$ cat src/hdl/modular_exponentiation_core_macros.svh
// Assertion macros shared by the modular exponentiation modules.
`ifndef MODULAR_EXPONENTIATION_CORE_MACROS_SVH
`define MODULAR_EXPONENTIATION_CORE_MACROS_SVH

// Same-cycle implication, disabled while reset is low.
`define MX_ASSERT_IMP(lbl, clk, rst_n, ante, cons) \
    lbl: assert property (@(posedge clk) disable iff (!(rst_n)) (ante) |-> (cons)) \
        else $error("assertion failed");

// Next-cycle implication, disabled while reset is low.
`define MX_ASSERT_NXT(lbl, clk, rst_n, ante, cons) \
    lbl: assert property (@(posedge clk) disable iff (!(rst_n)) (ante) |=> (cons)) \
        else $error("assertion failed");

`endif

$ cat src/hdl/modexp_pkg.sv
// ----------------------------------------------------------------------------
// modexp_pkg
// Types and constants shared by the modular exponentiation core.
// ----------------------------------------------------------------------------
package modexp_pkg;

    // Width of every field on the ports.
    localparam int FIELD_WIDTH = 32;

    // Status of the modular multiplier as seen by the sequencer.
    typedef struct packed {
        logic busy;
        logic done;
    } mul_status_t;

endpackage

$ cat src/hdl/modexp_mulmod.sv
// ----------------------------------------------------------------------------
// modexp_mulmod
// Interleaved shift-and-add modular multiplier: p = a * b mod n, taking one
// bit of a per cycle from the top. Requires b < n; a may be any value.
// ----------------------------------------------------------------------------
`include "modular_exponentiation_core_macros.svh"

module modexp_mulmod
    import modexp_pkg::*;
#(
    parameter int WIDTH = 32
) (
    input  logic             aclk,
    input  logic             aresetn,
    input  logic             start,
    input  logic [WIDTH-1:0] a_in,
    input  logic [WIDTH-1:0] b_in,
    input  logic [WIDTH-1:0] n_in,
    output logic [WIDTH-1:0] product,
    output mul_status_t      status
);

    localparam int XW = WIDTH + 3;
    localparam int CW = (WIDTH > 1) ? $clog2(WIDTH) : 1;
    localparam logic [CW-1:0] LAST_BIT = CW'(WIDTH - 1);

    logic [WIDTH-1:0] a_reg;
    logic [WIDTH-1:0] b_reg;
    logic [WIDTH-1:0] p_reg;
    logic [WIDTH-1:0] p_next;
    logic [CW-1:0]    cnt_reg;
    logic             busy_reg;
    logic             done_reg;

    logic [XW-1:0] sum;
    logic [XW-1:0] diff1;
    logic [XW-1:0] diff2;

    // 2p + b stays below 3n, so at most two subtractions of n are needed.
    always_comb begin
        sum   = {2'b00, p_reg, 1'b0} + {3'b000, (a_reg[WIDTH-1] ? b_reg : '0)};
        diff1 = sum - {3'b000, n_in};
        diff2 = sum - {2'b00, n_in, 1'b0};
        if (!diff2[XW-1]) begin
            p_next = diff2[WIDTH-1:0];
        end else if (!diff1[XW-1]) begin
            p_next = diff1[WIDTH-1:0];
        end else begin
            p_next = sum[WIDTH-1:0];
        end
    end

    always_ff @(posedge aclk) begin
        if (!aresetn) begin
            busy_reg <= 1'b0;
            done_reg <= 1'b0;
            cnt_reg  <= '0;
        end else begin
            done_reg <= 1'b0;
            if (start) begin
                busy_reg <= 1'b1;
                cnt_reg  <= '0;
                a_reg    <= a_in;
                b_reg    <= b_in;
                p_reg    <= '0;
            end else if (busy_reg) begin
                p_reg   <= p_next;
                a_reg   <= a_reg << 1;
                cnt_reg <= cnt_reg + 1'b1;
                if (cnt_reg == LAST_BIT) begin
                    busy_reg <= 1'b0;
                    done_reg <= 1'b1;
                end
            end
        end
    end

    assign product     = p_reg;
    assign status.busy = busy_reg;
    assign status.done = done_reg;

    `MX_ASSERT_IMP(a_no_restart, aclk, aresetn, start, !busy_reg)
    `MX_ASSERT_IMP(a_product_reduced, aclk, aresetn, done_reg, p_reg < n_in)
    `MX_ASSERT_NXT(a_done_pulse, aclk, aresetn, done_reg, !done_reg && !busy_reg)

endmodule

$ cat src/hdl/modular_exponentiation_core.sv
// ----------------------------------------------------------------------------
// modular_exponentiation_core
// Computes base ^ exponent mod modulus by right-to-left square-and-multiply
// over a bit-serial modular multiplier.
//
//   Channel | Ports                                      | Direction
//   s_      | s_base_value, s_exponent, s_modulus        | in, one word per job
//   m_      | m_power_result                             | out, one word per job
//
// After acceptance, the one shared multiplier first reduces the base; then
// for each exponent bit it multiplies into the accumulator if the bit is
// set, and squares for every bit but the last. A zero modulus skips the
// multiplier and goes straight to the finish state, which loads the output
// register. Reset is synchronous and returns the sequencer to idle. A new
// word is taken as soon as the sequencer is idle, even while the previous
// result still waits; a result stalls the sequencer only when the output
// register is still full.
// ----------------------------------------------------------------------------
`include "modular_exponentiation_core_macros.svh"

module modular_exponentiation_core
    import modexp_pkg::*;
#(
    parameter int OPERAND_WIDTH = 32
) (
    input  logic                   aclk,
    input  logic                   aresetn,
    input  logic                   s_valid,
    output logic                   s_ready,
    input  logic [FIELD_WIDTH-1:0] s_base_value,
    input  logic [FIELD_WIDTH-1:0] s_exponent,
    input  logic [FIELD_WIDTH-1:0] s_modulus,
    output logic                   m_valid,
    input  logic                   m_ready,
    output logic [FIELD_WIDTH-1:0] m_power_result
);

    localparam int W  = OPERAND_WIDTH;
    localparam int IW = (W > 1) ? $clog2(W) : 1;
    localparam logic [IW-1:0] LAST_IDX = IW'(W - 1);

    typedef enum logic [2:0] {
        ST_IDLE,
        ST_STEP,
        ST_MUL_WAIT,
        ST_FINISH
    } state_t;

    typedef enum logic [1:0] {
        OP_REDUCE,
        OP_ACC,
        OP_SQUARE
    } mul_op_t;

    state_t  state_reg;
    mul_op_t op_reg;

    logic [W-1:0]  exp_reg;
    logic [W-1:0]  n_reg;
    logic [W-1:0]  acc_reg;
    logic [W-1:0]  sq_reg;
    logic [W-1:0]  res_reg;
    logic [IW-1:0] idx_reg;
    logic [W-1:0]  mul_a_reg;
    logic [W-1:0]  mul_b_reg;
    logic          mul_start_reg;
    logic          m_valid_reg;
    logic [FIELD_WIDTH-1:0] m_power_result_reg;

    logic [W-1:0] one_mod_n;
    logic [W-1:0] in_modulus;
    logic [W-1:0] mul_product;
    logic         out_free;
    logic         last_bit;
    mul_status_t  mul_status;

    assign in_modulus = s_modulus[W-1:0];
    assign one_mod_n  = W'(in_modulus != W'(1));
    assign out_free   = !m_valid_reg || m_ready;
    assign last_bit   = (idx_reg == LAST_IDX);

    modexp_mulmod #(
        .WIDTH (W)
    ) u_mulmod (
        .aclk    (aclk),
        .aresetn (aresetn),
        .start   (mul_start_reg),
        .a_in    (mul_a_reg),
        .b_in    (mul_b_reg),
        .n_in    (n_reg),
        .product (mul_product),
        .status  (mul_status)
    );

    always_ff @(posedge aclk) begin
        if (!aresetn) begin
            state_reg     <= ST_IDLE;
            op_reg        <= OP_REDUCE;
            mul_start_reg <= 1'b0;
            m_valid_reg   <= 1'b0;
            idx_reg       <= '0;
        end else begin
            mul_start_reg <= 1'b0;
            if (m_valid_reg && m_ready) begin
                m_valid_reg <= 1'b0;
            end
            unique case (state_reg)
                ST_IDLE: begin
                    if (s_valid) begin
                        exp_reg <= s_exponent[W-1:0];
                        n_reg   <= in_modulus;
                        acc_reg <= one_mod_n;
                        idx_reg <= '0;
                        if (in_modulus == '0) begin
                            // No reduction is possible; the answer is zero.
                            res_reg   <= '0;
                            state_reg <= ST_FINISH;
                        end else begin
                            // Base times (1 mod n) reduces the base.
                            mul_a_reg     <= s_base_value[W-1:0];
                            mul_b_reg     <= one_mod_n;
                            mul_start_reg <= 1'b1;
                            op_reg        <= OP_REDUCE;
                            state_reg     <= ST_MUL_WAIT;
                        end
                    end
                end
                ST_STEP: begin
                    if (exp_reg[0]) begin
                        mul_a_reg     <= acc_reg;
                        mul_b_reg     <= sq_reg;
                        mul_start_reg <= 1'b1;
                        op_reg        <= OP_ACC;
                        state_reg     <= ST_MUL_WAIT;
                    end else if (last_bit) begin
                        res_reg   <= acc_reg;
                        state_reg <= ST_FINISH;
                    end else begin
                        mul_a_reg     <= sq_reg;
                        mul_b_reg     <= sq_reg;
                        mul_start_reg <= 1'b1;
                        op_reg        <= OP_SQUARE;
                        state_reg     <= ST_MUL_WAIT;
                    end
                end
                ST_MUL_WAIT: begin
                    if (mul_status.done) begin
                        unique case (op_reg)
                            OP_REDUCE: begin
                                sq_reg    <= mul_product;
                                state_reg <= ST_STEP;
                            end
                            OP_ACC: begin
                                acc_reg <= mul_product;
                                if (last_bit) begin
                                    res_reg   <= mul_product;
                                    state_reg <= ST_FINISH;
                                end else begin
                                    mul_a_reg     <= sq_reg;
                                    mul_b_reg     <= sq_reg;
                                    mul_start_reg <= 1'b1;
                                    op_reg        <= OP_SQUARE;
                                end
                            end
                            OP_SQUARE: begin
                                sq_reg    <= mul_product;
                                exp_reg   <= exp_reg >> 1;
                                idx_reg   <= idx_reg + 1'b1;
                                state_reg <= ST_STEP;
                            end
                            default: begin
                                state_reg <= ST_IDLE;
                            end
                        endcase
                    end
                end
                ST_FINISH: begin
                    // Hold the result until the output register has room.
                    if (out_free) begin
                        m_power_result_reg <= FIELD_WIDTH'(res_reg);
                        m_valid_reg        <= 1'b1;
                        state_reg          <= ST_IDLE;
                    end
                end
                default: begin
                    state_reg <= ST_IDLE;
                end
            endcase
        end
    end

    assign s_ready        = (state_reg == ST_IDLE);
    assign m_valid        = m_valid_reg;
    assign m_power_result = m_power_result_reg;

    `MX_ASSERT_IMP(a_done_when_waiting, aclk, aresetn, mul_status.done, state_reg == ST_MUL_WAIT)
    `MX_ASSERT_IMP(a_result_reduced, aclk, aresetn, state_reg == ST_FINISH && out_free, res_reg < n_reg || n_reg == '0)
    `MX_ASSERT_NXT(a_accept_leaves_idle, aclk, aresetn, s_valid && s_ready, state_reg != ST_IDLE)

endmodule

$ cat config.mk
export PLATFORM = sky130hd
export DESIGN_NAME = modular_exponentiation_core
export DESIGN_NICKNAME = d
export VERILOG_FILES = /design/src/hdl/modexp_pkg.sv /design/src/hdl/modexp_mulmod.sv /design/src/hdl/modular_exponentiation_core.sv
export VERILOG_INCLUDE_DIRS = /design/src /design/src/hdl
export SDC_FILE = /design/constraint.sdc
export NUM_CORES = 1
export LEC_CHECK = 0
export BUFFER_PORTS_ARGS = -buffer_cell sky130_fd_sc_hd__buf_2
export CORE_MARGIN = 2
export CORE_UTILIZATION = 59
export CTS_BUF_LIST = sky130_fd_sc_hd__clkbuf_4 sky130_fd_sc_hd__clkbuf_8
export DETAILED_ROUTE_END_ITERATION = 12
export GPL_TIMING_DRIVEN = 0
export PLACE_DENSITY = 0.87
export SETUP_SLACK_MARGIN = 0.3
export SLEW_MARGIN = 25
export SYNTH_ARGS = -nofsm -noshare
export SYNTH_HDL_FRONTEND = slang
export SYNTH_SLANG_ARGS = --single-unit
$ cat constraint.sdc
create_clock -name aclk -period 11.6 [get_ports aclk]
set_input_delay 2.32 -clock aclk [delete_from_list [all_inputs] [get_ports aclk]]
set_output_delay 2.32 -clock aclk [all_outputs]
set_load 0.05 [all_outputs]
# --- After elaboration in Yosys (flattened, before gate mapping) ---
# Cells that the tools add are included.
totals:
  ff_bits: 371
  latchBits: 0
  ram_bits: 0
  rom_bits: 0
  inputBits: 100
  out_inout_bits: 34
  word_cells: 139
  n_memories: 0
op_classes:
  n_addsub: 5
  multipliers: 0
  n_div: 0
  n_lt_le_gt_ge: 0
  eq_ne: 19
  n_shift: 0
  mux: 70
  bitwise: 2
  n_reduce_logical: 24
ops:
  columns: ["cell", "n"]
  rows:
  - ["$mux 32", 31]
  - ["$pmux 32 s3", 3]
  - ["$pmux 32 s2", 2]
  - ["$sub 35x32->35", 1]
  - ["$sub 35x33->35", 1]
  - ["$add 33x32->34", 1]
  - ["$logic_not 32->1", 1]
  - ["$ne 32x1->1 const B", 1]
  - ["$mux 1", 16]
  - ["$mux 5", 3]
  - ["$reduce_and 5->1", 3]
  - ["$ne 2x2->1 const B", 7]
  - ["$mux 2", 6]
  - ["$mux 3", 4]
  - ["$pmux 3 s4", 1]
  - ["$reduce_and 4->1", 3]
  - ["$add 5x1->5 const B", 2]
  - ["$eq 5x5->1 const B", 2]
  - ["$pmux 5 s2", 1]
  - ["$reduce_and 9->1", 1]
  - ["$eq 3x2->1 const B", 2]
  - ["$ne 2x1->1 const B", 3]
  - ["$pmux 2 s3", 1]
  - ["$pmux 3 s2", 1]
  - ["other kinds (18)", 23]

# --- Longest topological paths before layout ---
depth:
  word_depth: 6
  depth_mapped: 24
  depth_no_buf: 22

# --- Cells and area by module ---
# Synthesis repeated with hierarchy kept, for this count alone.
hier_totals:
  hier_cells: 1719
  area_unflattened_um2: 20076.8
by_module_without_submodules:
  columns: ["mod", "instances", "cells_each", "area_per_inst_um2", "seq_area_each_um2"]
  rows:
  - ["modular_exponentiation_core", 1, 697, 10775.3, 7907.6]
  - ["modexp_mulmod", 1, 1022, 9301.4, 3022.9]

# --- Worst setup path after synthesis ---
# No wires, ideal clock.
synth_path:
  kind: "input -> register"
  start: "input s_modulus[8]"
  end: "register res_reg[0] (enable)"
  setup_ps: 595
  t_arrival_ps: 8189
  t_required_ps: 11005
  slack_ps: 2816
  path_stages: 5
  n_path_buf: 0
  cell_sequence: "nor4_1 nand4_1 nor3_1 inv_1 a2111oi_0"
synth_between:
  elab_chain_cells: 3
synth_rtl:
  columns: ["item", "line_no", "source"]
  rows:
  - ["start: declaration", "modular_exponentiation_core.sv:32", "input logic [FIELD_WIDTH-1:0] s_modulus,"]
  - ["$logic_not 32->1", "modular_exponentiation_core.sv:114", "if (in_modulus == '0) begin"]
  - ["$ne 2x1->1 (no line)", null, null]
  - ["$reduce_and 9->1 (no line)", null, null]
  - ["end signal: assignment", "modular_exponentiation_core.sv:136", "res_reg <= acc_reg;"]
  - ["end signal: assignment", "modular_exponentiation_core.sv:156", "res_reg <= mul_product;"]
  - ["end: declaration", "modular_exponentiation_core.sv:62", "logic [W-1:0] res_reg;"]
# No other way between the ends.
# A chain may end at the register's enable or synchronous reset.

# --- Final worst setup path ---
layout_path:
  start: "register u_mulmod.a_reg[31]"
  end: "register u_mulmod.p_reg[29] (netlist: u_mulmod.product[29]) (data pin)"
layout_between:
  elab_chain_cells: 6
layout_rtl:
  columns: ["item", "line_no", "source"]
  rows:
  - ["start: declaration", "modexp_mulmod.sv:27", "logic [WIDTH-1:0] a_reg;"]
  - ["start signal: assignment", "modexp_mulmod.sv:63", "a_reg <= a_in;"]
  - ["start signal: assignment", "modexp_mulmod.sv:68", "a_reg <= a_reg << 1;"]
  - ["$mux 32 *", "modexp_mulmod.sv:41", "sum = {2'b00, p_reg, 1'b0} + {3'b000, (a_reg[WIDTH-1] ? b_reg : '0)};"]
  - ["$add 33x32->34 *", "modexp_mulmod.sv:41", null]
  - ["$sub 35x32->35", "modexp_mulmod.sv:42", "diff1 = sum - {3'b000, n_in};"]
  - ["$mux 32", "modexp_mulmod.sv:46", "end else if (!diff1[XW-1]) begin"]
  - ["$mux 32 *", "modexp_mulmod.sv:44", "if (!diff2[XW-1]) begin"]
  - ["$mux 32 *", "modexp_mulmod.sv:66", "end else if (busy_reg) begin"]
  - ["end signal: assignment", "modexp_mulmod.sv:67", "p_reg <= p_next;"]
  - ["end: declaration", "modexp_mulmod.sv:29", "logic [WIDTH-1:0] p_reg;"]
# Every way passes the cells marked *; elsewhere a longest branch is shown, timed or not. The select of a mux whose other input is x is not followed.

==> results.toml <==
[hold_path]
holdPathStages = 0
hold_path.class = "flop to flop"

[logic_synthesis]
synth-xor-area-share_pct = 3.25
yosysWarnings = 0
syn_area_per_cell_um2 = 11.7
async_flop_share_pct = 0
synth_cell_type_count = 83
yosys.area_share.adder_pct = 6.68
syn-cell-area_um2 = 20200
netlist_instances = 1732
synthSimpleGateAreaFrac_pct = 12.0
seq_area_frac_synth_pct = 54.1
synth_edf_count = 352
syn_nets = 1938
synth_flop_cell = "edfxtp_1"
muxShareOfSynthArea_pct = 6.69
synth_top_family_by_area = "compound AO/OA/AOI/OAI gates"
synth_compound_area_share_pct = 14.6
synth_seq_cells = 370

[clock_tree]
cts_tree = "done"
clock_sinks = 370
cts-resized-gates = 0
cts_buffers = 57
clkTransAtPathRegs_ns = 0.06
clk_latency_ns = 0.64
post-cts-setup-buffers = 0
root_buffer = "clkbuf_8"
clockBufferDepth = 3
htree_levels = 2
cts-hold-fix-buffers = 0

[status]
status = "complete, no violations"

[timing]
setup_violations = 0
finalCriticalPeriod_ns = 6.32
tns_ns = 0
hold_violations = 0
skew_ns = 0.0338
slew_headroom_pct = 25.0
max_freq_mhz = 158
period_share_pct = 54.5
tightest_slew_ns = 1.11
rsz0062_at_grt = "no"
slew_violations = 0

[critical_path]
crit_fanout = 10
cp.required_ns = 12.04
r2r_cells = 22
crit_path_end_kind = "flop"
cp-start-kind = "flop"
worst_ep_arrival_time_ns = 6.77
path_class = "flop to flop"

[layout]
fillers = 2350
multi_input_area_um2 = 8780
diodes = 0
drive_gt1_share_pct = 17.4
seq_area_um2 = 10900
post-route-util_pct = 67.9
areaGrowthSynthToFinish_pct = 12.9
layout_common_cells = "edfxtp_1, a21oi_1, buf_2"
num-nets-final = 2142
layout_commonest_cell = "edfxtp_1"

[grt]
grt_pass1_wl_um = 77100
grt_max_degree = 36
grt_pass1_vias = 14500
grt_overflow_total = 0
antenna_found_initial = 0
grt.total_usage_pct = 27.6

[route]
drtIter0Drc = 1850
ant_nets = 0
drc = 0
wl_per_cell_um = 20.5
drtPass1Iterations = 5
finalWirelength_um = 49900
via_per_inst = 6.20
vias = 15100

[floorplan]
die-width_um = 189
coreArea_um2 = 33600
die_h_um = 189
start_util_pct = 60.1
io_pins = 134
num_rows = 67
dieArea_um2 = 35700

[placed_design]
port_buffers = 132
hpwl_um = 37800
routabilityCongestion = 0.926

[pwr]
p_leak_uw = 0.00866
powerDensity_nw_per_um2 = 336
peakVddDrop_mv = 0.175

[job]
cap_violations = 0
## stage by stage
step	instance area, µm²	power, µW	cells	worst slack, ns	hold slack, ns
floorplan	20200	5350	1732	2.82	0.400
global placement	21400	6260	2312	0.345	0.401
detailed placement	21600	6410	2325	5.29	0.405
CTS	22800	7560	2431	5.41	0.418
global route	22800	8150	2431	4.92	0.430
finish	22800	7680	2431	5.28	0.418
## final timing paths
path / start / end / slack [ns]
setup / recovery: u_mulmod.a_reg[31] / u_mulmod.product[29] / 5.28
hold / removal: res_reg[1] / m_power_result[1] / 0.42
setup reg to reg: u_mulmod.a_reg[31] / u_mulmod.product[29] / 5.28
hold reg to reg: res_reg[1] / m_power_result[1] / 0.42
## critical path: stages, from the launching register on
cell       delay, ns
edfxtp_1        0.45
clkbuf_1        0.36
nand2_1         0.17
fa_1            0.46
nand2b_1        0.18
a21oi_1         0.27
o211ai_2        0.15
o21a_2          0.27
a2bb2oi_4       0.19
o21ai_1         0.23
a31oi_1         0.14
xnor2_1         0.44
ha_1            0.39
a21o_1          0.22
a21o_1          0.18
a21o_1          0.18
a21o_1          0.18
a21o_1          0.18
a221o_1         0.37
nor2_1          0.20
buf_2           0.31
nand2_1         0.27
o32ai_1         0.35
## cell usage after synthesis, types with 47 or more instances
cell type | number | share of area [%]
ha_1 | 103 | 6.4
edfxtp_1 | 352 | 52
mux2i_1 | 62 | 3.1
nor2_1 | 139 | 2.6
inv_1 | 61 | 1.1
clkbuf_1 | 55 | 1.0
a21o_1 | 58 | 2.2
nand2_1 | 64 | 1.2
a21oi_1 | 169 | 4.2
mux2_2 | 64 | 3.6
and2_1 | 72 | 2.2
nor2b_1 | 47 | 1.5
## logic make-up (layout without fill, tap and decap cells)
logic type               Yosys count  after routing
adder cells (fa/ha/maj)          106            106
multiplexers                     127            127
XOR/XNOR                          75             75
AND/OR/NAND/NOR                  472            472
buffers and inverters            136            387
flip-flops                       370            370
AO/OA/AOI/OAI                    446            446
## where the power goes
group	internal [µW]	total (µW)	leakage [µW]	switching (µW)
logic	1750	4380	0.00462	2630
clock network	605	1130	0.000633	528
registers	1970	2160	0.00341	192
total	4330	7680	0.00866	3350
## layout make-up
cell class	instances	area share, %
sequential	370	47.9
multi-input combinational	1226	38.5
clock buffer	72	3.93
timing repair buffer	145	3.56
tap	448	2.46
buffer	75	1.39
clock inverter	34	1.27
inverter	61	1.00
## per-layer routing
metal | track usage (%) | wire length [µm]
met1 | 37.5 | 20300
met3 | 4.84 | 5020
met5 | 0 | 0
met4 | 10.8 | 1850
met2 | 44.4 | 22700
Note: power is estimated with default switching activity, not from simulation.
